**config.mk**
```make
export PLATFORM = sky130hd
export DESIGN_NAME = snapshot_rle_page_decoder
export DESIGN_NICKNAME = d
export VERILOG_FILES = /design/src/hw/rtl/srpd_pkg.sv /design/src/hw/rtl/srpd_decode.sv /design/src/hw/rtl/snapshot_rle_page_decoder.sv
export SDC_FILE = /design/constraint.sdc
export NUM_CORES = 1
export LEC_CHECK = 0
export BUFFER_PORTS_ARGS = -buffer_cell sky130_fd_sc_hd__buf_4
export CAP_MARGIN = 5
export CELL_PAD_IN_SITES_DETAIL_PLACEMENT = 1
export CELL_PAD_IN_SITES_GLOBAL_PLACEMENT = 2
export CORE_MARGIN = 2
export CORE_UTILIZATION = 25
export DETAILED_ROUTE_END_ITERATION = 16
export GPL_TIMING_DRIVEN = 0
export PLACE_DENSITY = 0.65
export SETUP_SLACK_MARGIN = 0.2
export SKIP_LAST_GASP = 1
export SYNTH_ARGS = -nofsm -noshare
export SYNTH_HDL_FRONTEND = slang
export SYNTH_HIERARCHICAL = 1
export SYNTH_SLANG_ARGS = --single-unit
```
**constraint.sdc**
```tcl
create_clock -name clk -period 27.2 [get_ports clk]
set_clock_uncertainty 0.2 [all_clocks]
set_input_delay 0 -clock clk [delete_from_list [all_inputs] [get_ports clk]]
set_output_delay 0 -clock clk [all_outputs]
set_load 0.01 [all_outputs]
```
**src/hw/rtl/srpd_pkg.sv**
```systemverilog
// ----------------------------------------------------------------------------
// srpd_pkg: shared types and constants of the snapshot page decoder
// Result record, per-page decoder state, marker bytes and register indexes.
// ----------------------------------------------------------------------------
package srpd_pkg;

  // most results one input item can cause (one decision plus a four-byte flush)
  localparam int MAX_RES = 5;

  localparam logic [7:0] MARK_ED   = 8'hED;
  localparam logic [7:0] MARK_ZERO = 8'h00;

  // configuration register indexes
  localparam logic REG_MODE  = 1'b0;
  localparam logic REG_LIMIT = 1'b1;

  typedef struct packed {
    logic [7:0] value;
    logic [7:0] count;
    logic       last;
    logic       done;
  } res_t;

  typedef struct packed {
    logic [3:0][7:0] win;      // entry 0 is the oldest byte
    logic [2:0]      fill;
    logic [1:0]      skip;
    logic [15:0]     prod;
    logic            stopped;
  } state_t;

endpackage

```
**src/hw/rtl/srpd_decode.sv**
```systemverilog
// ----------------------------------------------------------------------------
// srpd_decode: one-item decode step
// From the page state and one byte, gives the next state and up to five runs.
// ----------------------------------------------------------------------------
module srpd_decode (
  input  logic                                  mode_i,
  input  logic [15:0]                           limit_i,
  input  srpd_pkg::state_t                      st_i,
  input  logic [7:0]                            byte_i,
  input  logic                                  end_i,
  output srpd_pkg::state_t                      st_o,
  output srpd_pkg::res_t [srpd_pkg::MAX_RES-1:0] res_o,
  output logic [2:0]                            n_o
);
  import srpd_pkg::*;

  typedef struct packed {
    logic        ok;
    logic [7:0]  cnt;
    logic [15:0] prod;
    logic        stopped;
  } emit_t;

  // apply the output limit to one run
  function automatic emit_t emit_run(logic [15:0] prod, logic stp, logic [15:0] lim,
                                     logic [7:0] cnt);
    emit_t       e;
    logic [16:0] sum;
    logic [15:0] avail;
    e.ok      = 1'b0;
    e.cnt     = cnt;
    e.prod    = prod;
    e.stopped = stp;
    avail     = lim - prod;
    sum       = '0;
    if (!stp && cnt != 8'd0) begin
      if (lim != 16'd0 && prod >= lim) begin
        e.stopped = 1'b1;
      end else begin
        if (lim != 16'd0 && {8'd0, cnt} >= avail) begin
          e.cnt     = avail[7:0];
          e.stopped = 1'b1;
        end
        sum    = {1'b0, prod} + {9'd0, e.cnt};
        e.prod = sum[16] ? 16'hFFFF : sum[15:0];
        e.ok   = 1'b1;
      end
    end
    return e;
  endfunction

  state_t     st;
  emit_t      e;
  logic [7:0] val;
  logic [7:0] cnt;
  logic [2:0] n;
  logic [15:0] room;
  logic [2:0]  lit;
  res_t [MAX_RES-1:0] res;

  always_comb begin
    st   = st_i;
    n    = 3'd0;
    res  = '0;
    val  = 8'd0;
    cnt  = 8'd0;
    e    = '0;
    room = 16'd0;
    lit  = 3'd0;

    if (!st.stopped) begin
      if (st.fill[2]) begin
        // window full: decide the oldest byte, then shift the new one in
        if (st.skip != 2'd0) begin
          st.skip = st.skip - 2'd1;
        end else if (st.win[0] == MARK_ZERO && st.win[1] == MARK_ED &&
                     st.win[2] == MARK_ED && st.win[3] == MARK_ZERO) begin
          st.stopped = 1'b1;
        end else begin
          if (mode_i && st.win[0] == MARK_ED && st.win[1] == MARK_ED) begin
            val     = st.win[3];
            cnt     = st.win[2];
            st.skip = 2'd3;
          end else begin
            val = st.win[0];
            cnt = 8'd1;
          end
          e          = emit_run(st.prod, st.stopped, limit_i, cnt);
          st.prod    = e.prod;
          st.stopped = e.stopped;
          if (e.ok) begin
            res[0].value = val;
            res[0].count = e.cnt;
            n            = 3'd1;
          end
        end
        st.win = {byte_i, st.win[3:1]};
      end else begin
        st.win[st.fill[1:0]] = byte_i;
        st.fill              = st.fill + 3'd1;
      end
    end

    if (end_i) begin
      // flush: window bytes past the ones owed to a run are literals,
      // as many as the room left below the limit allows
      room = (st.prod >= limit_i) ? 16'd0 : limit_i - st.prod;
      for (int k = 0; k < 4; k++) begin
        lit = 3'(k) - {1'b0, st.skip};
        if (!st.stopped && 3'(k) < st.fill && 3'(k) >= {1'b0, st.skip} &&
            (limit_i == 16'd0 || {13'd0, lit} < room)) begin
          res[n].value = st.win[k];
          res[n].count = 8'd1;
          n            = n + 3'd1;
        end
      end
      // empty page-done marker
      if (n == 3'd0) begin
        res[0].value = 8'd0;
        res[0].count = 8'd0;
        n            = 3'd1;
      end
      res[n - 3'd1].done = 1'b1;
      st = '0;
    end

    if (n != 3'd0) begin
      res[n - 3'd1].last = 1'b1;
    end
  end

  assign st_o  = st;
  assign res_o = res;
  assign n_o   = n;

endmodule

```
**src/hw/rtl/snapshot_rle_page_decoder.sv**
```systemverilog
// ----------------------------------------------------------------------------
// snapshot_rle_page_decoder: streaming run-length page decoder
// Decodes a memory page's compressed bytes into (value, count) runs.
// ----------------------------------------------------------------------------
// path: an accepted item is held in the input register, then decoded into the result buffer
// throughput: one item per cycle while each item gives at most one result and the
//   output does not stall; an item with k results (k <= 5, the most on a page end
//   flush) holds the result buffer until all k have left, and the input stalls meanwhile
// reset: synchronous active-low; clears the page state, empties the buffers,
//   compressed_mode back to 1 and output_limit back to 0
module snapshot_rle_page_decoder (
  input  logic        clk,
  input  logic        rst_n,
  // input channel
  input  logic        in_valid,
  output logic        in_stall,
  input  logic [7:0]  in_byte_in,
  input  logic        in_page_end,
  // result channel
  output logic        out_valid,
  input  logic        out_stall,
  output logic [7:0]  out_run_value,
  output logic [7:0]  out_run_count,
  output logic        out_last_of_item,
  output logic        out_page_done,
  // configuration write port
  input  logic        cfg_we,
  input  logic        cfg_index,
  input  logic [15:0] cfg_wdata
);
  import srpd_pkg::*;

  // configuration registers
  logic        mode_r;
  logic [15:0] limit_r;

  // input register
  logic        in_v_r;
  logic [7:0]  in_byte_r;
  logic        in_end_r;

  // page state: look-ahead window, fill, run skip, produced count, stop flag
  state_t      st_r;
  state_t      st_nxt;

  // result buffer, entry 0 is the one on the output port
  res_t [MAX_RES-1:0] res_r;
  res_t [MAX_RES-1:0] res_nxt;
  res_t [MAX_RES-1:0] dec_res;
  logic [2:0]  cnt_r;
  logic [2:0]  dec_n;

  logic        take;
  logic        buf_free;
  logic        load;
  logic        accept;

  // ---------------------------------------------------------------------------
  // handshake
  // ---------------------------------------------------------------------------
  // the buffer takes the next item's results once its last entry leaves
  assign take     = (cnt_r != 3'd0) && !out_stall;
  assign buf_free = (cnt_r == 3'd0) || (cnt_r == 3'd1 && take);
  assign load     = in_v_r && buf_free;
  assign in_stall = in_v_r && !load;
  assign accept   = in_valid && !in_stall;

  // ---------------------------------------------------------------------------
  // configuration
  // ---------------------------------------------------------------------------
  always_ff @(posedge clk) begin
    if (!rst_n) begin
      mode_r  <= 1'b1;
      limit_r <= 16'd0;
    end else if (cfg_we) begin
      case (cfg_index)
        REG_MODE:  mode_r  <= cfg_wdata[0];
        REG_LIMIT: limit_r <= cfg_wdata;
        default:   ;
      endcase
    end
  end

  // ---------------------------------------------------------------------------
  // input register
  // ---------------------------------------------------------------------------
  always_ff @(posedge clk) begin
    if (!rst_n) begin
      in_v_r <= 1'b0;
    end else if (accept) begin
      in_v_r <= 1'b1;
    end else if (load) begin
      in_v_r <= 1'b0;
    end
  end

  always_ff @(posedge clk) begin
    if (accept) begin
      in_byte_r <= in_byte_in;
      in_end_r  <= in_page_end;
    end
  end

  // ---------------------------------------------------------------------------
  // decode step: window decision, run expansion, limit, page-end flush
  // ---------------------------------------------------------------------------
  srpd_decode u_decode (
    .mode_i  (mode_r),
    .limit_i (limit_r),
    .st_i    (st_r),
    .byte_i  (in_byte_r),
    .end_i   (in_end_r),
    .st_o    (st_nxt),
    .res_o   (dec_res),
    .n_o     (dec_n)
  );

  // page state only moves when an item is decoded
  always_ff @(posedge clk) begin
    if (!rst_n) begin
      st_r <= '0;
    end else if (load) begin
      st_r <= st_nxt;
    end
  end

  // ---------------------------------------------------------------------------
  // result buffer: loaded whole, drained one entry per cycle unless stalled, by shifting
  // ---------------------------------------------------------------------------
  always_comb begin
    for (int i = 0; i < MAX_RES - 1; i++) begin
      res_nxt[i] = res_r[i + 1];
    end
    res_nxt[MAX_RES-1] = res_r[MAX_RES-1];
  end

  always_ff @(posedge clk) begin
    if (!rst_n) begin
      cnt_r <= 3'd0;
    end else if (load) begin
      cnt_r <= dec_n;
    end else if (take) begin
      cnt_r <= cnt_r - 3'd1;
    end
  end

  always_ff @(posedge clk) begin
    if (load) begin
      res_r <= dec_res;
    end else if (take) begin
      res_r <= res_nxt;
    end
  end

  assign out_valid        = (cnt_r != 3'd0);
  assign out_run_value    = res_r[0].value;
  assign out_run_count    = res_r[0].count;
  assign out_last_of_item = res_r[0].last;
  assign out_page_done    = res_r[0].done;

  // ---------------------------------------------------------------------------
  // assertions
  // ---------------------------------------------------------------------------
  a_cnt_range: assert property (@(posedge clk) disable iff (!rst_n)
    cnt_r <= 3'(MAX_RES))
    else $error("result buffer count out of range");

  a_done_is_last: assert property (@(posedge clk) disable iff (!rst_n)
    out_valid && out_page_done |-> out_last_of_item)
    else $error("page done without last of item");

  a_empty_marker: assert property (@(posedge clk) disable iff (!rst_n)
    out_valid && out_run_count == 8'd0 |-> out_page_done && out_run_value == 8'd0)
    else $error("zero-count result that is not the page-done marker");

  a_page_clear: assert property (@(posedge clk) disable iff (!rst_n)
    load && in_end_r |=> st_r.fill == 3'd0 && !st_r.stopped && st_r.prod == 16'd0)
    else $error("page state not cleared after page end");

endmodule
```
# Word-level counts from Yosys, hierarchy flattened
# Index checks and enable logic that the tools add are counted.
# totals
reg_bits,174
out_inout_bits,20
word_cells,243
# op_classes
addsub,16
n_lt_le_gt_ge,28
eq_ne,4
n_mux,105
bitwise_logic,1
reduce_logical,55
# ops
operator,n
$mux W90,11
$bwmux W90,10
$demux W18 S3,10
$mux W16,9
$mux W26,5
$mux W8,14
$mux W54,2
$mux W18,5
$mux W72,1
$lt A3 B16 Y1,4
$mux W3,18
$mux W10,4
$bwmux W32,1
$ge A16 B16 Y1,2
$mux W32,1
$sub A16 B16 Y16,2
$logic_and A1 B1 Y1,31
$mux W25,1
$eq A8 B8 Y1 const B,3
$lt A3 B4 Y1 const B,6
$mux W19,1
$ge A3 B1 Y1 const B,6
$add A16 B8 Y17,1
$mux W17,1
other kinds (27),60

# Logic depth before layout (Yosys ltp)
# logic_depth
word_depth,59
ltp_mapped,68
depth_no_buf,63

# By module
# Netlist, hierarchy kept.
# modules_own_cells
mod,n_inst,cells_per_inst,area_per_inst_um2,seq_area_each_um2
snapshot_rle_page_decoder,1,693,6882.9,4474.3
srpd_decode,1,1064,6811.5,0.0

# Least setup slack after synthesis
# No wires, ideal clock.
# synth_path
path_type,register to register
start,register limit_r[0]
end,"register res_r, in the netlist res_nxt[0] (data pin)"
setup_ns,0.252
t_arrival_ns,13.033
required_ns,26.748
path_slack_ns,13.715
path_stages_with_launch,68
path_buffers,7
cell_sequence,dfxtp_1 > inv_1 > ha_1 > fa_1 > nand2b_1 > a21oi_1 > nor2_1 > xor2_1 > ha_1 > and3_1 > o2111ai_1 > o21ai_0 > o21ai_0 > nor3_1 > nand4bb_1 > clkbuf_1 > clkbuf_1 > a21oi_1 > [32 not listed] > clkbuf_1 > clkinv_1 > ha_1 > mux2i_1 > a2bb2oi_2 > clkbuf_1 > ha_1 > inv_1 > a21oi_1 > mux2i_1 > or3_1 > o2111ai_1 > nand2_1 > ha_1 > xnor3_1 > and3b_1 > nand2_1 > nand2_1
# synth_rtl
item,line,text
from (decl),snapshot_rle_page_decoder.sv:35,logic [15:0] limit_r;
from (signal assigned),snapshot_rle_page_decoder.sv:78,REG_LIMIT: limit_r <= cfg_wdata;
to (signal assigned),snapshot_rle_page_decoder.sv:149,res_r <= dec_res;
to (signal assigned),snapshot_rle_page_decoder.sv:151,res_r <= res_nxt;
to (decl),snapshot_rle_page_decoder.sv:47,res_t [MAX_RES-1:0] res_r;

==> impl_metrics.json <==
{
  "fillers": 6527,
  "initial_core_util_pct": 25.35,
  "ys_seq_elements": 174,
  "drc": 0,
  "syn_avg_cell_area_um2": 7.794,
  "seqPwrFrac_pct": 36.6,
  "finalSetupViolCount": 0,
  "power.leakage_uw": 0.006373,
  "grt_pass1_wl_um": 84010,
  "grt_overflow_total": 0,
  "hold_viol_final": 0,
  "grt_max_degree": 59,
  "dpl-instance-area_um2": 15070,
  "final_cell_area_um2": 16140,
  "r2r_end": "out_page_done",
  "pwr-share-clk_pct": 23.2,
  "powerDensity_nw_per_um2": 68.91,
  "synth_edf_count": 99,
  "die_h_um": 238.0,
  "htreeDepth": 4,
  "slew_viol_final": 0,
  "cp-endpoint": "out_page_done",
  "crit_path_top_delay_cell": "a2111oi_0",
  "crit_required_ns": 27.37,
  "grt_use_total_pct": 19.85,
  "ys_types": 94,
  "post_cts_buffers": 0,
  "cts_resized": 0,
  "cpPeakStageDelay_ns": 0.56,
  "cts_made_buffers": 17,
  "synth_top_area_cell": "edfxtp_1",
  "ys_async_sr_fraction_pct": 0,
  "clk_pin_slew_ns": 0.07,
  "holdCritStartpoint": "in_byte_in[4]",
  "dieArea_um2": 56670,
  "post-synth-top-count-cell": "nand2_1",
  "post_drt_wl_per_cell_um": 21.30,
  "detailedRoute.firstPassIterationCount": 6,
  "synth.top_cell.area_share_pct": 21.71,
  "ant_nets": 0,
  "cts.path.max_buffers": 2,
  "first_global_vias": 13650,
  "synth_top_flop_cell": "edfxtp_1",
  "status": "finished, final reports clean",
  "core_area_um2": 54030,
  "crit_arrival_ns": 18.09,
  "final_layout_size_suffix_gt1_share_pct": 9.248,
  "cap_violations": 0,
  "place.gp.congestion": 0.8891,
  "wl_um": 55600,
  "port_buffers": 49,
  "cp_max_fo": 10,
  "placementRows": 85,
  "slew_headroom_pct": 26.81,
  "clockRootBuffer": "clkbuf_16",
  "hold_buffers": 48,
  "worstHoldPathType": "in2reg",
  "die_w_um": 238.0,
  "cts_tree": "yes",
  "fmax_ghz": 0.05581,
  "layout_min_cycle_time_ns": 17.92,
  "synth.area.top_cells": "edfxtp_1, nand2_1, dfxtp_1, ha_1, nor2_1",
  "area_delta_synth_final_pct": 17.83,
  "cpMostUsedCell": "ha_1",
  "power.share.switching_pct": 39.78,
  "ys_top_cells_by_count": "nand2_1, nor2_1, edfxtp_1, a21oi_1, dfxtp_1",
  "power_uw": 1112,
  "syn_inst": 1757,
  "post-route-period-util_pct": 65.88,
  "numClockSinks": 174,
  "critPathLaunch": "limit_r[0]",
  "synth_seq_area_share_pct": 32.67,
  "path_class": "reg2reg",
  "p_sw_uw": 442.3,
  "r2r_slack_ns": 9.28,
  "tns_ns": 0,
  "startpoint_type": "register",
  "via_per_inst": 5.156,
  "rsz0062_at_grt": "no",
  "intPower_uw": 669.6,
  "dpl.hpwl_um": 43440,
  "nets": 2005,
  "drt_iter0_markers": 910,
  "ios": 51,
  "p_comb_share_pct": 40.2,
  "r2r_cells": 66,
  "insertion_delay_ns": 0.50,
  "route.vias.total": 13460,
  "ys_warn_count": 6,
  "rr_startpoint": "limit_r[0]",
  "worst_setup_path_end_kind": "register",
  "tightest_slew_ns": 1.067,
  "antenna_found_initial": 1,
  "synthesis.area_um2": 13690,
  "peakVddDrop_mv": 0.06017
}
[worst max-delay path, delay by kind of cell, from the launching register on]
kind                       cells  cell delay [ns]
xor gates and xnor gates       2             0.68
DFF                            1             0.42
AOI/OAI and AO/OA             22             5.52
buffers and inverters         13             2.97
muxes                          1             0.07
adders and majority gates     11             3.82
and+or+nand+nor               17             4.08
[registers in the layout, indices dropped and copies added, names as in the netlist]
name and count:
in_byte_r 8, res_nxt 72, out_last_of_item 1, st_r 54
limit_r 16, mode_r 1, cnt_r 3, in_end_r 1
in_v_r 1, out_run_count 8, out_run_value 8, out_page_done 1
[per-layer routing]
| metal | vias up | global-route usage [%] | wire length, µm |
|---|---|---|---|
| met5 | - | 0 | 0 |
| met4 | 0 | 5.587 | 991 |
| met3 | 38 | 3.239 | 2226 |
| met2 | 266 | 33.16 | 26360 |
| met1 | 6667 | 26.43 | 26020 |
| li1 | 6491 | - | - |
[through the flow]
| stage | util (%) | hold WS (ns) | setup WS [ns] | cells |
|---|---|---|---|---|
| CTS | 29.86 | 0.004977 | 9.346 | 2610 |
| floorplan | - | -0.1011 | 13.72 | 1784 |
| detailed placement | 27.89 | -0.01984 | 9.448 | 2530 |
| global route | 29.86 | 0.02556 | 7.634 | 2610 |
| finish | 29.87 | 0.03475 | 9.281 | 2611 |
| global placement | 27.83 | -0.01908 | 9.621 | 2529 |
[layout by cell type, fill, tap and decap left out, drive strengths merged, types with 7 or more instances in the layout]
master,synthesis,layout
nor3,34,34
a21oi,97,97
ha,69,69
xor2,10,10
a21boi,73,73
a211oi,34,34
nor4,10,10
edfxtp,99,99
conb,1,28
or3,8,8
a21o,25,25
o211ai,20,20
nand2,436,436
dlygate4sd3,0,48
mux2i,20,20
o21ai,61,61
mux2,9,9
nor2b,17,17
a311oi,12,12
inv,63,69
a31oi,12,12
or2,9,9
nand4,17,17
nor3b,9,9
a2111oi,9,9
o22ai,8,8
xnor2,15,15
a221oi,11,11
o21a,19,19
a22oi,25,25
a211o,8,8
a32o,8,8
o311a,7,7
clkbuf,66,83
nand3,18,18
dfxtp,75,75
buf,67,117
nand2b,16,16
and2,42,42
nor2,144,144
[power by group through the flow]
| stage | clock (µW) | combinational, µW | sequential [µW] |
|---|---|---|---|
| after floorplan | 0 | 275 | 413 |
| after global placement | 0 | 431 | 414 |
| after detailed placement | 0 | 443 | 413 |
| after CTS | 266 | 451 | 408 |
| after global routing | 275 | 496 | 414 |
| final | 258 | 448 | 407 |
[cell families (layout without fill, tap and decap cells)]
logic type                 Yosys count  count (layout)  synth area share, %
muxes                               29              29                2.257
buffers and inverters              197             327                6.597
adders and majority gates           73              73                6.889
DFF                                174             174                32.67
AOI/OAI and AO/OA                  470             470                24.23
other                                1              29              0.02738
and+or+nand+nor                    787             787                25.56
xor gates and xnor gates            26              26                1.763
[layout make-up]
type	instances	area (µm²)	area share, %
diodes	1	2.502	0.01551
repair buffers	98	875.8	5.428
clock buffers	17	425.4	2.636
inverters	64	240.2	1.489
flip-flops and latches	174	4474	27.73
plain buffers	133	663.1	4.110
well taps	696	870.8	5.397
clock inverters	15	157.7	0.9770
multi-input cells	1413	8426	52.22
[worst min-delay path by stage]
stage                   endpoint  slack (ns)  cells past startpoint
floorplan           in_byte_r[0]       -0.10                      0
global placement    in_byte_r[4]       -0.02                      1
detailed placement  in_byte_r[5]       -0.02                      1
CTS                 in_byte_r[7]       0.005                      2
global route        in_byte_r[7]        0.03                      2
finish              in_byte_r[4]        0.03                      2
(Power assumes the default switching activity.)
